==> src/rtl/rgb_to_ycbcr_frame_stream_unit_macros.svh <==
// ---------------------------------------------------------------------------
// assertion macros shared by the frame stream unit
// expect signals clk and rst_n in the using module
// ---------------------------------------------------------------------------
`ifndef RGB_TO_YCBCR_FRAME_STREAM_UNIT_MACROS_SVH
`define RGB_TO_YCBCR_FRAME_STREAM_UNIT_MACROS_SVH

// condition must never hold outside reset
`define YCC_ASSERT_NEVER(label, cond, msg) \
    label: assert property (@(posedge clk) disable iff (!rst_n) !(cond)) \
        else $error(msg);

// consequent must hold in the cycle after the antecedent
`define YCC_ASSERT_NEXT(label, ante, cons, msg) \
    label: assert property (@(posedge clk) disable iff (!rst_n) (ante) |=> (cons)) \
        else $error(msg);

`endif

==> src/rtl/ycc_pkg.sv <==
// ---------------------------------------------------------------------------
// ycc_pkg
// types, constants and helpers of the rgb to ycbcr frame stream unit
// ---------------------------------------------------------------------------
`default_nettype none

package ycc_pkg;

    localparam int SAMPLE_IN_W     = 16;
    localparam int SAMPLE_W        = 8;
    localparam int DIM_W           = 13;
    localparam int PIX_CNT_W       = 24;
    localparam int MAX_DIM_DEFAULT = 4096;
    localparam int COEF_FRAC_BITS_DEFAULT = 12;

    localparam int QUEUE_DEPTH = 2;
    localparam int QPTR_W      = $clog2(QUEUE_DEPTH);
    localparam int QCNT_W      = $clog2(QUEUE_DEPTH + 1);

    // coefficients in thousandths
    localparam int K_R_MILLI  = 299;
    localparam int K_B_MILLI  = 114;
    localparam int K_CB_MILLI = 564;
    localparam int K_CR_MILLI = 713;

    typedef enum logic [1:0] {
        PH_WIDTH  = 2'd0,
        PH_HEIGHT = 2'd1,
        PH_PIXELS = 2'd2
    } phase_t;

    typedef struct packed {
        logic [SAMPLE_IN_W-1:0] red_or_dimension;
        logic [SAMPLE_IN_W-1:0] green;
        logic [SAMPLE_IN_W-1:0] blue;
    } in_item_t;

    typedef struct packed {
        logic [7:0]        luma;
        logic signed [7:0] blue_difference;
        logic signed [7:0] red_difference;
        logic              last_of_frame;
    } out_item_t;

    // clamped pixel as it sits in the queue
    typedef struct packed {
        logic [SAMPLE_W-1:0] red;
        logic [SAMPLE_W-1:0] green;
        logic [SAMPLE_W-1:0] blue;
        logic                last;
    } pix_t;

    typedef struct packed {
        logic full;
        logic empty;
    } q_status_t;

    function automatic logic [SAMPLE_W-1:0] sat_sample(input logic [SAMPLE_IN_W-1:0] v);
        logic [SAMPLE_W-1:0] r;
        if (v > SAMPLE_IN_W'(255))
        begin
            r = '1;
        end
        else
        begin
            r = v[SAMPLE_W-1:0];
        end
        return r;
    endfunction

endpackage

`default_nettype wire

==> src/rtl/ycc_front.sv <==
// ---------------------------------------------------------------------------
// ycc_front
// header parsing, frame pixel count and sample clamping; pushes pixels
// ---------------------------------------------------------------------------
`default_nettype none

module ycc_front #(
    parameter int MAX_DIM = ycc_pkg::MAX_DIM_DEFAULT
) (
    input  logic                clk,
    input  logic                rst_n,
    input  logic                rgb_valid,
    output logic                rgb_stall,
    input  ycc_pkg::in_item_t   rgb_item,
    output logic                push,
    output ycc_pkg::pix_t       push_item,
    input  ycc_pkg::q_status_t  q_status
);
    import ycc_pkg::*;

    phase_t                phase_reg, phase_next;
    logic [DIM_W-1:0]      width_reg, width_next;
    logic [PIX_CNT_W-1:0]  remaining_reg, remaining_next;

    logic                  accept;
    logic [DIM_W-1:0]      dim_clamped;
    logic [2*DIM_W-1:0]    total;
    logic [2*DIM_W-1:0]    total_m1;
    logic [PIX_CNT_W-1:0]  frame_rem;
    logic                  is_last;

    assign rgb_stall = q_status.full;
    assign accept    = rgb_valid && !rgb_stall;
    assign is_last   = (remaining_reg == '0);

    always_comb
    begin
        if (rgb_item.red_or_dimension == '0)
        begin
            dim_clamped = DIM_W'(1);
        end
        else if (rgb_item.red_or_dimension > SAMPLE_IN_W'(MAX_DIM))
        begin
            dim_clamped = DIM_W'(MAX_DIM);
        end
        else
        begin
            dim_clamped = rgb_item.red_or_dimension[DIM_W-1:0];
        end
    end

    // frame size saturates at 2^24 pixels
    assign total    = width_reg * dim_clamped;
    assign total_m1 = total - (2*DIM_W)'(1);
    assign frame_rem = (total_m1 >= (2*DIM_W)'(1 << PIX_CNT_W)) ? '1
                                                                : total_m1[PIX_CNT_W-1:0];

    // next state
    always_comb
    begin
        phase_next     = phase_reg;
        width_next     = width_reg;
        remaining_next = remaining_reg;
        if (accept)
        begin
            unique case (phase_reg)
                PH_WIDTH:
                begin
                    width_next = dim_clamped;
                    phase_next = PH_HEIGHT;
                end
                PH_HEIGHT:
                begin
                    remaining_next = frame_rem;
                    phase_next     = PH_PIXELS;
                end
                default:
                begin
                    if (is_last)
                    begin
                        phase_next = PH_WIDTH;
                    end
                    else
                    begin
                        remaining_next = remaining_reg - PIX_CNT_W'(1);
                    end
                end
            endcase
        end
    end

    // outputs
    always_comb
    begin
        push            = 1'b0;
        push_item.red   = sat_sample(rgb_item.red_or_dimension);
        push_item.green = sat_sample(rgb_item.green);
        push_item.blue  = sat_sample(rgb_item.blue);
        push_item.last  = is_last;
        unique case (phase_reg)
            PH_WIDTH:  push = 1'b0;
            PH_HEIGHT: push = 1'b0;
            default:   push = accept;
        endcase
    end

    always_ff @(posedge clk or negedge rst_n)
    begin
        if (!rst_n)
        begin
            phase_reg     <= PH_WIDTH;
            width_reg     <= '0;
            remaining_reg <= '0;
        end
        else
        begin
            phase_reg     <= phase_next;
            width_reg     <= width_next;
            remaining_reg <= remaining_next;
        end
    end

endmodule

`default_nettype wire

==> src/rtl/ycc_queue.sv <==
// ---------------------------------------------------------------------------
// ycc_queue
// short pixel queue between the front and the back
// ---------------------------------------------------------------------------
`default_nettype none
`include "rgb_to_ycbcr_frame_stream_unit_macros.svh"

module ycc_queue (
    input  logic                clk,
    input  logic                rst_n,
    input  logic                push,
    input  ycc_pkg::pix_t       push_item,
    input  logic                pop,
    output ycc_pkg::pix_t       pop_item,
    output ycc_pkg::q_status_t  status
);
    import ycc_pkg::*;

    pix_t               entries_reg [QUEUE_DEPTH];
    logic [QPTR_W-1:0]  wr_ptr_reg, wr_ptr_next;
    logic [QPTR_W-1:0]  rd_ptr_reg, rd_ptr_next;
    logic [QCNT_W-1:0]  count_reg, count_next;

    assign status.full  = (count_reg == QCNT_W'(QUEUE_DEPTH));
    assign status.empty = (count_reg == '0);
    assign pop_item     = entries_reg[rd_ptr_reg];

    always_comb
    begin
        wr_ptr_next = wr_ptr_reg;
        rd_ptr_next = rd_ptr_reg;
        if (push)
        begin
            wr_ptr_next = (wr_ptr_reg == QPTR_W'(QUEUE_DEPTH - 1)) ? '0
                                                                   : wr_ptr_reg + QPTR_W'(1);
        end
        if (pop)
        begin
            rd_ptr_next = (rd_ptr_reg == QPTR_W'(QUEUE_DEPTH - 1)) ? '0
                                                                   : rd_ptr_reg + QPTR_W'(1);
        end
        count_next = count_reg + QCNT_W'(push) - QCNT_W'(pop);
    end

    always_ff @(posedge clk or negedge rst_n)
    begin
        if (!rst_n)
        begin
            wr_ptr_reg <= '0;
            rd_ptr_reg <= '0;
            count_reg  <= '0;
        end
        else
        begin
            wr_ptr_reg <= wr_ptr_next;
            rd_ptr_reg <= rd_ptr_next;
            count_reg  <= count_next;
        end
    end

    always_ff @(posedge clk)
    begin
        if (push)
        begin
            entries_reg[wr_ptr_reg] <= push_item;
        end
    end

    `YCC_ASSERT_NEVER(a_no_overflow, push && status.full, "pixel pushed into full queue")
    `YCC_ASSERT_NEVER(a_no_underflow, pop && status.empty, "pixel popped from empty queue")
    `YCC_ASSERT_NEXT(a_count_track, push && !pop,
                     count_reg == $past(count_reg) + QCNT_W'(1), "queue count lost a pixel")

endmodule

`default_nettype wire

==> src/rtl/ycc_back.sv <==
// ---------------------------------------------------------------------------
// ycc_back
// four stage colour conversion pipeline ending in the result register
// ---------------------------------------------------------------------------
`default_nettype none

module ycc_back #(
    parameter int COEF_FRAC_BITS = ycc_pkg::COEF_FRAC_BITS_DEFAULT
) (
    input  logic                clk,
    input  logic                rst_n,
    input  ycc_pkg::q_status_t  q_status,
    output logic                pop,
    input  ycc_pkg::pix_t       pop_item,
    output logic                ycc_valid,
    input  logic                ycc_stall,
    output ycc_pkg::out_item_t  ycc_item
);
    import ycc_pkg::*;

    localparam int F  = COEF_FRAC_BITS;
    localparam int KW = F + 1;
    localparam int DW = SAMPLE_W + 1;
    localparam int PW = KW + DW;
    localparam int YW = F + 11;
    localparam int DFW = F + 12;
    localparam int MW = DFW + KW;

    localparam int K_R  = ((K_R_MILLI  * (1 << F)) + 500) / 1000;
    localparam int K_B  = ((K_B_MILLI  * (1 << F)) + 500) / 1000;
    localparam int K_CB = ((K_CB_MILLI * (1 << F)) + 500) / 1000;
    localparam int K_CR = ((K_CR_MILLI * (1 << F)) + 500) / 1000;

    localparam logic signed [KW-1:0] K_R_S  = KW'(K_R);
    localparam logic signed [KW-1:0] K_B_S  = KW'(K_B);
    localparam logic signed [KW-1:0] K_CB_S = KW'(K_CB);
    localparam logic signed [KW-1:0] K_CR_S = KW'(K_CR);

    localparam logic signed [YW:0] Y_HALF = {{(YW-F+1){1'b0}}, 1'b1, {(F-1){1'b0}}};
    localparam logic signed [MW:0] C_HALF = {{(MW-2*F+1){1'b0}}, 1'b1, {(2*F-1){1'b0}}};

    logic                       adv;

    // stage 1: partial products of luma
    logic                       v1_reg;
    logic signed [PW-1:0]       pr1_reg, pb1_reg;
    logic [SAMPLE_W-1:0]        r1_reg, g1_reg, b1_reg;
    logic                       last1_reg;
    logic signed [DW-1:0]       rg_diff, bg_diff;
    logic signed [PW-1:0]       pr1_next, pb1_next;

    // stage 2: luma at scale 2^F
    logic                       v2_reg;
    logic signed [YW-1:0]       yq2_reg, yq2_next;
    logic [SAMPLE_W-1:0]        r2_reg, b2_reg;
    logic                       last2_reg;
    logic signed [YW-1:0]       g_sh;

    // stage 3: chroma products and rounded luma
    logic                       v3_reg;
    logic signed [MW-1:0]       mcb3_reg, mcr3_reg, mcb3_next, mcr3_next;
    logic [7:0]                 y3_reg, y3_next;
    logic                       last3_reg;
    logic signed [DFW-1:0]      b_sh, r_sh, dcb, dcr;
    logic signed [YW:0]         y_t, y_s;

    // stage 4: result register
    logic                       v4_reg;
    out_item_t                  out_reg, out_next;
    logic signed [MW:0]         cb_t, cb_s, cr_t, cr_s;

    assign adv = !v4_reg || !ycc_stall;
    assign pop = adv && !q_status.empty;

    assign ycc_valid = v4_reg;
    assign ycc_item  = out_reg;

    always_comb
    begin
        rg_diff  = $signed({1'b0, pop_item.red})  - $signed({1'b0, pop_item.green});
        bg_diff  = $signed({1'b0, pop_item.blue}) - $signed({1'b0, pop_item.green});
        pr1_next = rg_diff * K_R_S;
        pb1_next = bg_diff * K_B_S;
    end

    always_comb
    begin
        g_sh     = $signed({3'b000, g1_reg, {F{1'b0}}});
        yq2_next = g_sh + YW'(pr1_reg) + YW'(pb1_reg);
    end

    always_comb
    begin
        b_sh      = $signed({4'b0000, b2_reg, {F{1'b0}}});
        r_sh      = $signed({4'b0000, r2_reg, {F{1'b0}}});
        dcb       = b_sh - DFW'(yq2_reg);
        dcr       = r_sh - DFW'(yq2_reg);
        mcb3_next = dcb * K_CB_S;
        mcr3_next = dcr * K_CR_S;
        y_t       = (YW+1)'(yq2_reg) + Y_HALF;
        y_s       = y_t >>> F;
        if (y_s < 0)
        begin
            y3_next = 8'd0;
        end
        else if (y_s > 255)
        begin
            y3_next = 8'd255;
        end
        else
        begin
            y3_next = y_s[7:0];
        end
    end

    // floor after adding a half rounds halves up
    always_comb
    begin
        cb_t = (MW+1)'(mcb3_reg) + C_HALF;
        cr_t = (MW+1)'(mcr3_reg) + C_HALF;
        cb_s = cb_t >>> (2*F);
        cr_s = cr_t >>> (2*F);
        out_next.luma          = y3_reg;
        out_next.last_of_frame = last3_reg;
        if (cb_s < -128)
        begin
            out_next.blue_difference = 8'sh80;
        end
        else if (cb_s > 127)
        begin
            out_next.blue_difference = 8'sh7f;
        end
        else
        begin
            out_next.blue_difference = cb_s[7:0];
        end
        if (cr_s < -128)
        begin
            out_next.red_difference = 8'sh80;
        end
        else if (cr_s > 127)
        begin
            out_next.red_difference = 8'sh7f;
        end
        else
        begin
            out_next.red_difference = cr_s[7:0];
        end
    end

    always_ff @(posedge clk or negedge rst_n)
    begin
        if (!rst_n)
        begin
            v1_reg <= 1'b0;
            v2_reg <= 1'b0;
            v3_reg <= 1'b0;
            v4_reg <= 1'b0;
        end
        else if (adv)
        begin
            v1_reg <= pop;
            v2_reg <= v1_reg;
            v3_reg <= v2_reg;
            v4_reg <= v3_reg;
        end
    end

    always_ff @(posedge clk)
    begin
        if (adv)
        begin
            pr1_reg   <= pr1_next;
            pb1_reg   <= pb1_next;
            r1_reg    <= pop_item.red;
            g1_reg    <= pop_item.green;
            b1_reg    <= pop_item.blue;
            last1_reg <= pop_item.last;

            yq2_reg   <= yq2_next;
            r2_reg    <= r1_reg;
            b2_reg    <= b1_reg;
            last2_reg <= last1_reg;

            mcb3_reg  <= mcb3_next;
            mcr3_reg  <= mcr3_next;
            y3_reg    <= y3_next;
            last3_reg <= last2_reg;

            out_reg   <= out_next;
        end
    end

endmodule

`default_nettype wire

==> src/rtl/rgb_to_ycbcr_frame_stream_unit.sv <==
// ---------------------------------------------------------------------------
// rgb_to_ycbcr_frame_stream_unit
// bt.601 rgb to ycbcr conversion of a framed pixel stream
// ---------------------------------------------------------------------------
// Each frame opens with two header transfers (width, then height, taken from
// the first channel; zero reads as one, above MAX_DIM as MAX_DIM) that give no
// result, followed by width*height pixel transfers that each give one result,
// the final one flagged with last_of_frame. One transfer is taken per clock
// while rgb_stall is low: the front parses headers and counts pixels, and
// hands pixels through a two-entry queue to a four-stage conversion
// pipeline whose fourth stage is the result register.
// rgb_stall rises only while the queue is full, which happens when the result
// side stalls; the pipeline itself holds while its result waits.
`default_nettype none

module rgb_to_ycbcr_frame_stream_unit #(
    parameter int MAX_DIM        = ycc_pkg::MAX_DIM_DEFAULT,
    parameter int COEF_FRAC_BITS = ycc_pkg::COEF_FRAC_BITS_DEFAULT
) (
    input  logic                clk,
    input  logic                rst_n,
    input  logic                rgb_valid,
    output logic                rgb_stall,
    input  ycc_pkg::in_item_t   rgb_item,
    output logic                ycc_valid,
    input  logic                ycc_stall,
    output ycc_pkg::out_item_t  ycc_item
);
    import ycc_pkg::*;

    logic       push;
    pix_t       push_item;
    logic       pop;
    pix_t       pop_item;
    q_status_t  q_status;

    ycc_front #(
        .MAX_DIM (MAX_DIM)
    ) u_front (
        .clk       (clk),
        .rst_n     (rst_n),
        .rgb_valid (rgb_valid),
        .rgb_stall (rgb_stall),
        .rgb_item  (rgb_item),
        .push      (push),
        .push_item (push_item),
        .q_status  (q_status)
    );

    ycc_queue u_queue (
        .clk       (clk),
        .rst_n     (rst_n),
        .push      (push),
        .push_item (push_item),
        .pop       (pop),
        .pop_item  (pop_item),
        .status    (q_status)
    );

    ycc_back #(
        .COEF_FRAC_BITS (COEF_FRAC_BITS)
    ) u_back (
        .clk       (clk),
        .rst_n     (rst_n),
        .q_status  (q_status),
        .pop       (pop),
        .pop_item  (pop_item),
        .ycc_valid (ycc_valid),
        .ycc_stall (ycc_stall),
        .ycc_item  (ycc_item)
    );

endmodule

`default_nettype wire

==> config.mk <==
export PLATFORM = sky130hd
export DESIGN_NAME = rgb_to_ycbcr_frame_stream_unit
export DESIGN_NICKNAME = d
export VERILOG_FILES = /design/src/rtl/ycc_pkg.sv /design/src/rtl/ycc_front.sv /design/src/rtl/ycc_queue.sv /design/src/rtl/ycc_back.sv /design/src/rtl/rgb_to_ycbcr_frame_stream_unit.sv
export VERILOG_INCLUDE_DIRS = /design/src /design/src/rtl
export SDC_FILE = /design/constraint.sdc
export NUM_CORES = 2
export LEC_CHECK = 0
export ABC_AREA = 1
export BUFFER_PORTS_ARGS = -buffer_cell sky130_fd_sc_hd__buf_4
export CAP_MARGIN = 20
export CORE_AREA = 2 2 235 237
export CTS_BUF_LIST = sky130_fd_sc_hd__clkbuf_16
export CTS_CLUSTER_SIZE = 25
export DETAILED_ROUTE_END_ITERATION = 7
export DIE_AREA = 0 0 237 239
export PLACE_DENSITY = 0.75
export SYNTH_ARGS = -nofsm -noshare
export SYNTH_HDL_FRONTEND = slang
export SYNTH_SLANG_ARGS = --single-unit
==> constraint.sdc <==
create_clock -name clk -period 7.4 [get_ports clk]
set_clock_uncertainty 0.15 [all_clocks]
set_input_delay 0.74 -clock clk [delete_from_list [all_inputs] [get_ports clk]]
set_output_delay 0.74 -clock clk [all_outputs]
set_load 0.03 [all_outputs]
==> impl_metrics.yaml <==
route:
  viasPerCell: 5.41
  drc_errors: 0
  dr_total_vias: 23900
  detailedRoute.firstIterationViolations: 1303
  detail_route.first_pass.iterations: 6
  wire_per_inst_um: 15.6
  antenna_left: 0
  finalWirelength_mm: 69.3
synthesis:
  unique_masters_post_synth: 54
  synthesis.yosys.warnings: 0
  synth_seq_cells: 264
  netlist_instances: 3594
  yosys.area.top_type_share_pct: 20.6
  number_of_flops_mapped_to_enable_cells_by_yosys: 217
  synth_most_common_cell: "sky130_fd_sc_hd__nand2_1"
  postSynth.asyncResetShare_pct: 17.8
  netlist_top_cells_count: "sky130_fd_sc_hd__nand2_1 (700), sky130_fd_sc_hd__inv_1 (622), sky130_fd_sc_hd__ha_1 (490)"
  mappedNetlistArea_mm2: 0.0316
  yosysTopAreaCell: "sky130_fd_sc_hd__edfxtp_1"
  synth_sequential_area_ratio_pct: 24.4
  synth_area_leaders: "sky130_fd_sc_hd__edfxtp_1 (21%), sky130_fd_sc_hd__fa_1 (20%), sky130_fd_sc_hd__ha_1 (19%)"
  syn_avg_cell_area_um2: 8.78
  postSynth.topFlopCell: "sky130_fd_sc_hd__edfxtp_1"
  mappedNetlistNets: 4444
placement:
  gp_routability_congestion: 0.904
  detailed_place_hpwl_mm: 57.4
  numPortBuffers: 78
clocking:
  numClockSinks: 264
  cts.root.buffer_cell: "sky130_fd_sc_hd__clkbuf_16"
  tritoncts.num_buffers: 29
  cts_resized: 0
  clk_pin_slew_ns: 0.07
  clk-insertion-delay-late_ns: 0.59
  hold_buffers: 0
  htreeDepth: 1
  cts.path.max_buffers: 3
  cts_setup_buffers: 0
  clock_tree_from_tritoncts: "built"
run_status:
  run_status: "complete, no violations"
layout:
  syn2layout_area_growth_pct: 8.14
  fin_nets: 4552
  seq_area_mm2: 0.00769
  multi_input_comb_area_mm2: 0.0213
  largest_register_ff_count: 50
  layout_cell_share_with_drive_strength_beyond_1_pct: 5.83
  n_antenna_cell: 0
  fillerInstances: 4583
critical_path:
  setup.worst_path.end_class: "register"
  path_class: "register to register"
  cp_data_required_time_ns: 7.58
  cp-start-kind: "register"
  reg2reg_setup_slack_ns: 0.50
  crit_fanout: 25
  worst_path_arrival_time_ns: 7.08
sta:
  slew_viol_final: 0
  setup_repair_after_global_routing_missed_its_margin: "no"
  tightestPinTransition_ns: 1.25
  timing.final.hold_violations: 0
  tightest_slew_margin_relative_to_the_limit_pct: 16.1
  setup_viol_count_final: 0
  finalWorstPathRequiredPeriod_ns: 6.90
  fin_setup_tns_ns: 0
  finalCritPeriodShare_pct: 93.2
  max_freq_mhz: 145
floorplanning:
  die_width_um: 237
  start_util_pct: 58.1
  core_area_mm2: 0.0543
  dieArea_mm2: 0.0566
  core.rowCount: 86
  die_y_um: 239
  num_io_pins: 79
global_routing:
  number_of_global_route_vias_before_repair: 24100
  grt_first_pass_wirelength_mm: 116
  globalRouteMet1Util_pct: 32.8
  grt_antenna_before_repair: 1
  grt_start_max_net_pins: 80
  gr-max-usage-layer: "met2"
  global_route.overflow_total: 0
  met3_usage_pct: 3.59
  grt.met2_usage_pct: 43.6
  groute.usage.overall_pct: 25.2
run:
  maxCapViolCount: 0
min_path:
  worstHoldPathType: "input pin to async pin"
kinds of logic after synthesis:
logic type,after synthesis,synth area share [%]
compound gates,402,7.14
xor+xnor,162,4.49
fa+ha+maj,798,38.9
buf+inv,678,8.18
flops,264,24.4
simple gates,1290,16.9
worst max-delay path, stage by stage, from the launching register on:
cell,delay (ns)
sky130_fd_sc_hd__dfrtp_1,0.37
sky130_fd_sc_hd__buf_4,0.22
sky130_fd_sc_hd__o21ai_0,0.73
sky130_fd_sc_hd__ha_1,0.37
sky130_fd_sc_hd__nand3_1,0.08
sky130_fd_sc_hd__nand2_1,0.08
sky130_fd_sc_hd__a21oi_1,0.13
sky130_fd_sc_hd__o21ai_0,0.14
sky130_fd_sc_hd__nand2_1,0.09
sky130_fd_sc_hd__nand2_1,0.05
sky130_fd_sc_hd__a21oi_1,0.14
sky130_fd_sc_hd__xor2_1,0.49
sky130_fd_sc_hd__ha_1,0.33
sky130_fd_sc_hd__inv_1,0.09
sky130_fd_sc_hd__fa_1,0.43
sky130_fd_sc_hd__fa_1,0.53
sky130_fd_sc_hd__fa_1,0.55
sky130_fd_sc_hd__inv_1,0.04
sky130_fd_sc_hd__ha_1,0.28
sky130_fd_sc_hd__ha_1,0.35
sky130_fd_sc_hd__nand2_1,0.10
sky130_fd_sc_hd__inv_1,0.05
sky130_fd_sc_hd__nand4_1,0.08
sky130_fd_sc_hd__o211ai_1,0.12
sky130_fd_sc_hd__a21boi_0,0.30
sky130_fd_sc_hd__o21ai_0,0.15
sky130_fd_sc_hd__xor2_1,0.15
final timing paths:
| path | from | to | depth (start not counted) |
|---|---|---|---|
| worst max-delay path | u_queue.rd_ptr_reg | u_back.pb1_reg[16] | 26 |
| worst min-delay path | rst_n | u_front.width_reg[8] | 1 |
| worst max register to register | u_queue.rd_ptr_reg | u_back.pb1_reg[16] | 26 |
| worst min register to register | u_back.b1_reg[3] | u_back.b2_reg[3] | 0 |
| max in group asynchronous | rst_n | u_back.v2_reg | 1 |
| min in group clk | u_back.b1_reg[3] | u_back.b2_reg[3] | 0 |
layout by cell type, fill, tap and decap left out, types with 39 or more instances in the layout:
| master | count |
|---|---|
| sky130_fd_sc_hd__buf_4 | 109 |
| sky130_fd_sc_hd__dfrtp_1 | 47 |
| sky130_fd_sc_hd__o21ai_0 | 107 |
| sky130_fd_sc_hd__nand2_1 | 699 |
| sky130_fd_sc_hd__xnor2_1 | 39 |
| sky130_fd_sc_hd__a21oi_1 | 181 |
| sky130_fd_sc_hd__nand3_1 | 116 |
| sky130_fd_sc_hd__xor2_1 | 123 |
| sky130_fd_sc_hd__edfxtp_1 | 217 |
| sky130_fd_sc_hd__ha_1 | 490 |
| sky130_fd_sc_hd__fa_1 | 308 |
| sky130_fd_sc_hd__nor2_1 | 344 |
| sky130_fd_sc_hd__inv_1 | 626 |
metrics by stage:
step	worst slack [ns]	cells	instance area, um^2	utilization, %	hold WS (ns)
after global placement	0.472	4375	33100	61.0	0.253
after floorplan	0.806	3594	31600	-	0.250
final	0.502	4429	34100	62.8	0.0294
after detailed placement	0.338	4375	33100	61.0	0.255
after global routing	0.0423	4429	34100	62.8	0.0857
after CTS	0.508	4429	34100	62.8	0.0479
routing by layer:
metal	vias to the layer above	routed length, um
met5	-	31
met3	139	3510
met1	11300	30300
met4	4	2480
met2	635	33000
li1	11900	-
layout make-up:
cell class	count	share of cell area (%)
tap	704	2.58
timing repair buffer	109	2.40
clock buffer	29	2.13
sequential	264	22.5
clock inverter	25	0.821
multi-input combinational	2652	62.4
inverter	646	7.10
Power is left out: the tool's default activity adds up to more than one toggle a clock period on the data nets, which glitch-free logic cannot reach.
